File: config.mk
export PLATFORM = sky130hd
export DESIGN_NAME = preamble_sync_length_checksum_framer
export DESIGN_NICKNAME = d
export VERILOG_FILES = /design/src/design/psf_pkg.sv /design/src/design/psf_emit.sv /design/src/design/preamble_sync_length_checksum_framer.sv
export SDC_FILE = /design/constraint.sdc
export NUM_CORES = 1
export LEC_CHECK = 0
export BUFFER_PORTS_ARGS = -buffer_cell sky130_fd_sc_hd__buf_2
export CAP_MARGIN = 30
export CORE_MARGIN = 1.5
export CORE_UTILIZATION = 64
export DETAILED_ROUTE_END_ITERATION = 10
export PLACE_DENSITY = 0.86
export SLEW_MARGIN = 0
export SYNTH_ARGS = -nofsm -noshare
export SYNTH_HDL_FRONTEND = slang
export SYNTH_HIERARCHICAL = 1
export SYNTH_SLANG_ARGS = --single-unit
File: constraint.sdc
create_clock -name clk_i -period 10.5 [get_ports clk_i]
set_input_delay 1.05 -clock clk_i [delete_from_list [all_inputs] [get_ports clk_i]]
set_output_delay 1.05 -clock clk_i [all_outputs]
set_load 0.005 [all_outputs]
File: src/design/psf_pkg.sv
// psf_pkg: shared types and constants of the preamble/sync/length/checksum framer
// used by psf_emit and preamble_sync_length_checksum_framer; no dependencies
package psf_pkg;

  // number of preamble bytes ahead of the sync byte
  localparam int unsigned PREAMBLE_COUNT_DEF = 4;

  // configuration register indexes
  localparam logic [1:0] CFG_PREAMBLE = 2'd0;
  localparam logic [1:0] CFG_SYNC     = 2'd1;
  localparam logic [1:0] CFG_MAX_LEN  = 2'd2;

  // reset values of the configuration registers
  localparam logic [7:0] PREAMBLE_RST = 8'hAA;
  localparam logic [7:0] SYNC_RST     = 8'hD5;
  localparam logic [7:0] MAX_LEN_RST  = 8'hFF;

  // input opcodes
  localparam logic OP_START   = 1'b0;
  localparam logic OP_PAYLOAD = 1'b1;

  typedef enum logic [2:0] {
    KIND_PREAMBLE = 3'd0,
    KIND_SYNC     = 3'd1,
    KIND_LENGTH   = 3'd2,
    KIND_PAYLOAD  = 3'd3,
    KIND_CHECKSUM = 3'd4
  } kind_e;

  typedef enum logic [1:0] {
    ERR_NONE     = 2'd0,
    ERR_TOO_LONG = 2'd1,
    ERR_NO_FRAME = 2'd2
  } err_e;

  // what one accepted item asks the emitter to send
  typedef enum logic [1:0] {
    JOB_START    = 2'd0,
    JOB_PAYLOAD  = 2'd1,
    JOB_TOO_LONG = 2'd2,
    JOB_NO_FRAME = 2'd3
  } job_e;

  typedef struct packed {
    job_e       op;
    logic       with_sum;  // a checksum closes this item's results
    logic [7:0] pre_byte;
    logic [7:0] sync_byte;
    logic [7:0] data_byte; // length byte on start, payload byte otherwise
    logic [7:0] sum_byte;
  } job_t;

endpackage

File: src/design/psf_emit.sv
// psf_emit: holds one decoded job and steps through its result bytes
// into the output register; depends on psf_pkg
module psf_emit import psf_pkg::*; #(
  parameter int unsigned PreambleCount = PREAMBLE_COUNT_DEF
) (
  input  logic       clk_i,
  input  logic       rst_ni,
  input  logic       load_i,
  input  job_t       job_i,
  output logic       load_ready_o,
  output logic       out_valid_o,
  input  logic       out_ready_i,
  output logic [7:0] out_byte_o,
  output logic [2:0] byte_kind_o,
  output logic [1:0] error_code_o,
  output logic       last_o
);

  localparam int unsigned IdxW = $clog2(PreambleCount + 3);
  localparam logic [IdxW-1:0] SyncIdx = IdxW'(PreambleCount);
  localparam logic [IdxW-1:0] LenIdx  = IdxW'(PreambleCount + 1);

  logic            job_v_q, job_v_d;
  job_t            job_q, job_d;
  logic [IdxW-1:0] idx_q, idx_d;
  logic [IdxW-1:0] last_idx;
  logic            take, fin;

  logic       out_v_q, out_v_d;
  logic [7:0] byte_q, byte_d;
  kind_e      kind_q, kind_d;
  err_e       err_q, err_d;
  logic       last_q, last_d;

  // index of the final result of the held job
  always_comb begin
    case (job_q.op)
      JOB_START:   last_idx = job_q.with_sum ? IdxW'(PreambleCount + 2) : LenIdx;
      JOB_PAYLOAD: last_idx = job_q.with_sum ? IdxW'(1) : '0;
      default:     last_idx = '0;
    endcase
  end

  // result fields for the current index
  always_comb begin
    byte_d = '0;
    kind_d = KIND_PREAMBLE;
    err_d  = ERR_NONE;
    case (job_q.op)
      JOB_START: begin
        if (idx_q < SyncIdx) begin
          byte_d = job_q.pre_byte;
          kind_d = KIND_PREAMBLE;
        end else if (idx_q == SyncIdx) begin
          byte_d = job_q.sync_byte;
          kind_d = KIND_SYNC;
        end else if (idx_q == LenIdx) begin
          byte_d = job_q.data_byte;
          kind_d = KIND_LENGTH;
        end else begin
          byte_d = job_q.sum_byte;
          kind_d = KIND_CHECKSUM;
        end
      end
      JOB_PAYLOAD: begin
        if (idx_q == '0) begin
          byte_d = job_q.data_byte;
          kind_d = KIND_PAYLOAD;
        end else begin
          byte_d = job_q.sum_byte;
          kind_d = KIND_CHECKSUM;
        end
      end
      JOB_TOO_LONG: err_d = ERR_TOO_LONG;
      default:      err_d = ERR_NO_FRAME;
    endcase
    last_d = (idx_q == last_idx);
  end

  // one result moves per cycle when the output register is free
  assign take         = job_v_q && (!out_v_q || out_ready_i);
  assign fin          = take && last_d;
  assign load_ready_o = !job_v_q || fin;

  // job slot and result index
  always_comb begin
    job_v_d = job_v_q;
    job_d   = job_q;
    idx_d   = idx_q;
    if (load_i) begin
      job_v_d = 1'b1;
      job_d   = job_i;
      idx_d   = '0;
    end else if (fin) begin
      job_v_d = 1'b0;
    end else if (take) begin
      idx_d = idx_q + IdxW'(1);
    end
  end

  // output register valid
  always_comb begin
    out_v_d = out_v_q;
    if (take) begin
      out_v_d = 1'b1;
    end else if (out_ready_i) begin
      out_v_d = 1'b0;
    end
  end

  always_ff @(posedge clk_i or negedge rst_ni) begin
    if (!rst_ni) begin
      job_v_q <= 1'b0;
      idx_q   <= '0;
      out_v_q <= 1'b0;
    end else begin
      job_v_q <= job_v_d;
      idx_q   <= idx_d;
      out_v_q <= out_v_d;
    end
  end

  // payload registers
  always_ff @(posedge clk_i) begin
    job_q <= job_d;
    if (take) begin
      byte_q <= byte_d;
      kind_q <= kind_d;
      err_q  <= err_d;
      last_q <= last_d;
    end
  end

  assign out_valid_o  = out_v_q;
  assign out_byte_o   = byte_q;
  assign byte_kind_o  = kind_q;
  assign error_code_o = err_q;
  assign last_o       = last_q;

endmodule

File: src/design/preamble_sync_length_checksum_framer.sv
// preamble_sync_length_checksum_framer: top level of the byte framer
// holds configuration and frame state; instantiates psf_emit; depends on psf_pkg
//
// Usage: an input transfer carries opcode_i (0 start, 1 payload byte),
// frame_length_i and data_byte_i. A start within max_length yields
// PreambleCount preamble bytes, the sync byte and the length byte, plus a
// checksum when the length is zero; an over-long start yields one error
// result. A payload byte yields the byte, plus the checksum after the final
// one; a payload byte with no open frame yields one error result. Each
// output transfer carries one byte, its kind, an error code and last, which
// marks the final result of an input item.
// An item's first result is held in the emitter's job slot and then
// registered in the output register. The emitter sends one result per
// cycle while the output register is free; an item has 1 or 2 results
// for payload bytes, PreambleCount+2 or +3 for starts. The next item is
// taken in the cycle its predecessor's last result is registered.
// Reset clears the frame state, the output and restores register defaults.
// When the receiver stalls, the output register holds, one item waits in
// the emitter, and in_ready_o drops until the emitter drains.
// Configuration writes (cfg_we_i, cfg_idx_i, cfg_data_i) are registered
// and apply to items accepted after the write; index 3 is ignored.
module preamble_sync_length_checksum_framer import psf_pkg::*; #(
  parameter int unsigned PreambleCount = PREAMBLE_COUNT_DEF
) (
  input  logic       clk_i,
  input  logic       rst_ni,
  input  logic       cfg_we_i,
  input  logic [1:0] cfg_idx_i,
  input  logic [7:0] cfg_data_i,
  input  logic       in_valid_i,
  output logic       in_ready_o,
  input  logic       opcode_i,
  input  logic [7:0] frame_length_i,
  input  logic [7:0] data_byte_i,
  output logic       out_valid_o,
  input  logic       out_ready_i,
  output logic [7:0] out_byte_o,
  output logic [2:0] byte_kind_o,
  output logic [1:0] error_code_o,
  output logic       last_o
);

  logic [7:0] pre_q, sync_q, max_len_q;
  logic       open_q, open_d;
  logic [7:0] rem_q, rem_d;
  logic [7:0] sum_q, sum_d;
  logic [7:0] sum_add, rem_dec;
  logic       accept;
  job_t       job;

  assign accept  = in_valid_i && in_ready_o;
  assign sum_add = sum_q + data_byte_i;
  assign rem_dec = rem_q - 8'd1;

  // decode the item and update frame state
  always_comb begin
    open_d        = open_q;
    rem_d         = rem_q;
    sum_d         = sum_q;
    job.op        = JOB_NO_FRAME;
    job.with_sum  = 1'b0;
    job.pre_byte  = pre_q;
    job.sync_byte = sync_q;
    job.data_byte = data_byte_i;
    job.sum_byte  = '0;
    if (opcode_i == OP_START) begin
      open_d        = 1'b0;
      rem_d         = '0;
      job.data_byte = frame_length_i;
      if (frame_length_i > max_len_q) begin
        sum_d  = '0;
        job.op = JOB_TOO_LONG;
      end else if (frame_length_i == '0) begin
        sum_d        = '0;
        job.op       = JOB_START;
        job.with_sum = 1'b1;
      end else begin
        open_d = 1'b1;
        rem_d  = frame_length_i;
        sum_d  = frame_length_i;
        job.op = JOB_START;
      end
    end else if (open_q && (rem_q != '0)) begin
      job.op = JOB_PAYLOAD;
      if (rem_dec == '0) begin
        job.with_sum = 1'b1;
        job.sum_byte = sum_add;
        open_d       = 1'b0;
        rem_d        = '0;
        sum_d        = '0;
      end else begin
        rem_d = rem_dec;
        sum_d = sum_add;
      end
    end
  end

  // configuration registers and frame state
  always_ff @(posedge clk_i or negedge rst_ni) begin
    if (!rst_ni) begin
      pre_q     <= PREAMBLE_RST;
      sync_q    <= SYNC_RST;
      max_len_q <= MAX_LEN_RST;
      open_q    <= 1'b0;
      rem_q     <= '0;
      sum_q     <= '0;
    end else begin
      if (cfg_we_i) begin
        unique case (cfg_idx_i)
          CFG_PREAMBLE: pre_q     <= cfg_data_i;
          CFG_SYNC:     sync_q    <= cfg_data_i;
          CFG_MAX_LEN:  max_len_q <= cfg_data_i;
          default: ;
        endcase
      end
      if (accept) begin
        open_q <= open_d;
        rem_q  <= rem_d;
        sum_q  <= sum_d;
      end
    end
  end

  psf_emit #(
    .PreambleCount(PreambleCount)
  ) u_emit (
    .clk_i        (clk_i),
    .rst_ni       (rst_ni),
    .load_i       (accept),
    .job_i        (job),
    .load_ready_o (in_ready_o),
    .out_valid_o  (out_valid_o),
    .out_ready_i  (out_ready_i),
    .out_byte_o   (out_byte_o),
    .byte_kind_o  (byte_kind_o),
    .error_code_o (error_code_o),
    .last_o       (last_o)
  );

endmodule
Word-level counts from Yosys, hierarchy flattened
Index checks and enable logic that the tools add are counted.

Add/sub/neg operators: 3. $lt $le $gt $ge: 2. Eq/ne operators: 10. Mux-type cells: 41. Reduce and logical (&&, ||, !) cells: 25.

Operators by type and width (count): $mux 8 (13); $mux 3 (9); $logic_not 8->1 (2); $pmux 8 s2 (1); $mux 1 (13); $pmux 3 s2 (2); $reduce_and 2->1 (5); $add 8x8->8 (1); $gt 8x8->1 (1); $reduce_bool 8->1 (1); $sub 8x1->8 const B (1); $eq 3x3->1 const B (2); $reduce_and 3->1 (2); $reduce_bool 2->1 (3); $eq 2x1->1 const B (2); $eq 2x2->1 const B (2); $logic_and 1x1->1 (4); $logic_not 2->1 (2); $mux 2 (2); $ne 2x1->1 const B (2); $pmux 2 s2 (1); $add 3x1->3 const B (1); $eq 3x3->1 (1); $logic_not 3->1 (1); 5 further kinds (7).

Bits in registers: 95. Input port bits: 32. Output and inout bits: 16. Word-level logic and storage cells: 100.

Depth between registers and ports, before layout
Depth after elaboration: 8. Depth in mapped cells: 12. Mapped depth without buffers: 10.

Hierarchy
Netlist, hierarchy kept.

Modules (own cells, without submodules): preamble_sync_length_checksum_framer (instances 1, cells an instance 259, area an instance 2627.5 sq um, sequential area each 1047.3 sq um); psf_emit (instances 1, cells an instance 166, area an instance 2361.0 sq um, sequential area each 1596.5 sq um).

Worst setup path before layout
No wires, ideal clock.

Path type: reg-to-reg. Start: reg u_emit/job_q[33] in the netlist's numbering. End: reg rem_q[3]. Setup time: 94 ps. Data arrival time: 3379 ps. Required time: 10406 ps. Path slack: 7027 ps. Cell stages (with the launch flop): 13. Buffers on the path: 3. Clock period less this slack: 3473 ps. Cell sequence: edfxtp_1 -> buf_6 -> nand4b_1 -> or3_4 -> and3_4 -> o21ai_0 -> nand2_1 -> inv_1 -> a31o_2 -> clkbuf_1 -> clkbuf_1 -> nor2_1 -> a211oi_1.

Word-level cells in the longest chain between the ends: 7. Elaborated cells between the ends (all ways): 8. Those cells by class: eq/ne (2); mux (1); reduce/logical (5).

RTL lines: start, declared (RTL line psf_emit.sv:24) `job_t job_q, job_d;`; start signal, assigned (RTL line psf_emit.sv:125) `job_q <= job_d;`; $eq 2x1->1 / $logic_not 2->1 (equally long branches) (RTL line psf_emit.sv:37) `case (job_q.op)`; $pmux 3 s2 (*) (RTL line psf_emit.sv:37); $eq 3x3->1 (*) (RTL line psf_emit.sv:77) `last_d = (idx_q == last_idx);`; $logic_and 1x1->1 (*) (RTL line psf_emit.sv:82) `assign fin = take && last_d;`; $logic_or 1x1->1 (*) (RTL line psf_emit.sv:83) `assign load_ready_o = !job_v_q || fin;`; net in_ready_o (RTL line preamble_sync_length_checksum_framer.sv:31) `output logic in_ready_o,`; $logic_and 1x1->1 (*) (RTL line preamble_sync_length_checksum_framer.sv:51) `assign accept = in_valid_i && in_ready_o;`; net accept (RTL line preamble_sync_length_checksum_framer.sv:48) `logic accept;`; $reduce_and 2->1 (no line) (*); end signal, assigned (RTL line preamble_sync_length_checksum_framer.sv:118) `rem_q <= rem_d;`; end, declared (RTL line preamble_sync_length_checksum_framer.sv:45) `logic [7:0] rem_q, rem_d;`.

The timed path passes the listed nets; every way through them passes the cells marked *. A chain may end at the register's enable or synchronous reset.

Final worst setup path
Start: reg u_emit/job_q[33] in the netlist's numbering. End: reg rem_q[7].

Word-level cells in the longest chain between the ends: 7. Elaborated cells between the ends (all ways): 8. Those cells by class: eq/ne (2); mux (1); reduce/logical (5).

RTL lines (RTL line): $eq 2x1->1 / $logic_not 2->1 (equally long branches) (psf_emit.sv:37); $pmux 3 s2 (*) (psf_emit.sv:37); $eq 3x3->1 (*) (psf_emit.sv:77); $logic_and 1x1->1 (*) (psf_emit.sv:82); $logic_or 1x1->1 (*) (psf_emit.sv:83); $logic_and 1x1->1 (*) (preamble_sync_length_checksum_framer.sv:51); net accept (preamble_sync_length_checksum_framer.sv:48); $reduce_and 2->1 (no line) (*).

Marks and branches as above.

==> results.toml <==
[run_status]
status = "completed"

[critical_path]
cp.required_ns = 10.79
crit_chain = "nor4bb_1 > o211ai_1 > and3_4 > o21ai_0 > nand2_1 > inv_1 > buf_4 > a31o_2 > o22a_1 > o21ai_0 > a21oi_1"
timing.critical_path.mode_cell = "o21ai_0"
cp-start-kind = "flip-flop"
reg2reg_slack_ns = 6.76
crit_type = "flip-flop to flip-flop"
cp_slowest_cell = "edfxtp_1"
crit_path_max_incr_delay_ns = 0.94
crit_fanout = 43
r2r_end = "rem_q[7]$_DFFE_PN0P_"
r2r_cells = 11
cp.arrival_ns = 4.03
cp-endpoint = "rem_q[7]$_DFFE_PN0P_"
r2r_start = "u_emit/job_q[33]$_DFFE_PP_"
startpoint = "u_emit/job_q[33]$_DFFE_PP_"
critPathCaptureType = "flip-flop"

[power_and_ir_drop]
power_density_mw_per_mm2 = 254
power_leakage_nw = 2.21
power.ir.vdd_worst_mv = 0.137

[floorplanning]
start_util = 0.652
core_sq_mm = 0.00765
fp-row-count = 32
pin_count = 48
die_area_sq_mm = 0.00833
die_h_um = 91.3
die_w_um = 91.3

[synth]
async_flop_share = 0.484
synth.top_cell.area_share = 0.295
synth_most_common_cell = "edfxtp_1"
syn_area_sq_mm = 0.00499
synth_area_leaders = "edfxtp_1 29%, dfrtp_1 15%, dfstp_2 9.0%"
ys_warn_count = 6
ys_top_cells_by_count = "49 x edfxtp_1, 34 x nor2_1, 33 x mux2_2, 29 x dfrtp_1, 23 x nand2_1"
synth_nets = 479
syn_inst = 425
synth.avg_cell_area_sq_um = 11.7
ys_seq_elements = 95
synth-edff-count = 49
yosys.area.top_type = "edfxtp_1"
yosys.cell_types.count = 59
yosysSeqAreaShare = 0.530
ys.flop_type = "edfxtp_1"

[clock_tree]
cts_resized = 0
cts.sink_count = 95
path_clk_slew_ns = 0.10
clk_path_buf_depth = 2
cts_tree = "done"
cts_setup_buffers = 0
clk_latency_ns = 0.36
cts_root_buf = "clkbuf_8"
cts_buffers = 9
cts_hold_buf = 0
htreeDepth = 3

[routing]
wirelength_um = 10600
avgViaCountPerCell = 6.28
firstDrtPassIters = 5
drt-initial-drc-count = 194
ant_nets = 0
drt-wirelength-per-cell_um = 18.5
vias = 3626
drc = 0

[grt]
antenna_found_initial = 0
grt_overflow = 0
grt_pass1_wl_um = 17200
first_global_vias = 3391
grt_usage = 0.270
grt_max_degree = 44

[timing]
tightest_slew_ns = 1.05
hold_ws_ns = 0.467
max-slew-margin-rel = 0.302
period_share = 0.356
skew_ns = 0.0105
setup_viol = 0
hold_viol_final = 0
maxSlewViolCount = 0
fmax_ghz = 0.267
tns_ns = 0
finalCriticalPeriod_ns = 3.74
rsz0062_at_grt = "false"

[final_layout]
antenna_cells = 0
areaGrowthSynthToFinish_pct = 10.2
drive_above_1_share = 0.274
num-nets-final = 524

[hold_path]
holdCritStartpoint = "sync_q[5]$_DFFE_PN0P_"
hp-class = "flip-flop to flip-flop"

[job]
drv_cap = 0

[placed_design]
place.gp.congestion = 0.833
dp_hpwl_um = 7760
io_buffers = 47
critical path: cells and delay by family (launching register included):
family,cells,cell delay [ns]
AND/OR/NAND/NOR,3,0.77
AO/OA/AOI/OAI,6,1.46
flip-flops,1,0.94
buffers and inverters,2,0.51
report_power, final:
group	internal, mW	switching (mW)	leakage (nW)
logic	0.228	0.314	1.12
clock network	0.0915	0.137	0.0980
registers	0.540	0.0871	0.996
cells in the final DEF, fill, tap and decap left out, types with 5 or more instances in the layout:
master,count
dfstp_2,17
edfxtp_1,49
mux2_2,33
buf_2,47
nor2b_1,16
a211oi_1,22
dfrtp_1,29
nand3_1,6
mux2i_1,16
a21oi_1,22
clkbuf_8,9
a31oi_1,7
nor2_1,34
inv_1,21
xnor2_1,8
nor3_1,5
o21ai_0,22
ha_1,21
nand2_1,23
how the worst min path moves through the flow:
stage                     slack, ns  cells after the start                          to
after global routing           0.48                      0  u_emit/job_q[21]$_DFFE_PP_
after CTS                      0.46                      0  u_emit/job_q[21]$_DFFE_PP_
after detailed placement       0.44                      0  u_emit/job_q[21]$_DFFE_PP_
after global placement         0.43                      0  u_emit/job_q[24]$_DFFE_PP_
final                          0.47                      0  u_emit/job_q[21]$_DFFE_PP_
after floorplan                0.42                      0  u_emit/job_q[17]$_DFFE_PP_
metrics by stage:
step	util	setup WS, ns	area, sq um	power, mW	instances
2_1_floorplan	-	7.03	4990	1.01	425
5_1_grt	0.719	6.46	5500	1.49	577
3_5_place_dp	0.695	6.83	5310	1.17	561
6_report	0.719	6.76	5500	1.40	577
4_1_cts	0.719	6.83	5500	1.39	577
3_3_place_gp	0.689	7.03	5270	1.13	557
registers in the layout (all words and copies together) (netlist names):
signal,flops
u_emit/job_q,35
max_len_q,8
pre_q,8
rem_q,8
sum_q,8
sync_q,8
u_emit/out_byte_o,8
u_emit/byte_kind_o,3
u_emit/idx_q,3
u_emit/error_code_o,2
open_q,1
u_emit/job_v_q,1
u_emit/last_o,1
u_emit/out_valid_o,1
area by class of cell:
cell class	count	area, sq um
clock buffer	9	124
inverter	21	78.8
clock inverter	7	62.6
tap	102	128
sequential	95	2640
timing repair buffer	52	285
fill	544	2150
multi-input combinational	291	2180
logic make-up (layout without fill, tap and decap cells):
kind of cell / after synthesis / after routing / synth area share
mux: 49 / 49 / 0.107
compound gates: 95 / 95 / 0.129
buf+inv: 39 / 89 / 0.0336
xor+xnor: 10 / 10 / 0.0176
fa+ha+maj: 22 / 22 / 0.0567
simple gates: 115 / 115 / 0.126
flops: 95 / 95 / 0.530
layer usage:
metal	routed length (um)	share of wire	vias up	GRT usage
met4	157	0.015	0	0.102
met2	5270	0.49	161	0.440
li1	-	-	1673	-
met5	0	0	-	0
met1	4580	0.43	1779	0.370
met3	641	0.060	13	0.0343
No activity file was read; power rests on OpenSTA's default activity.
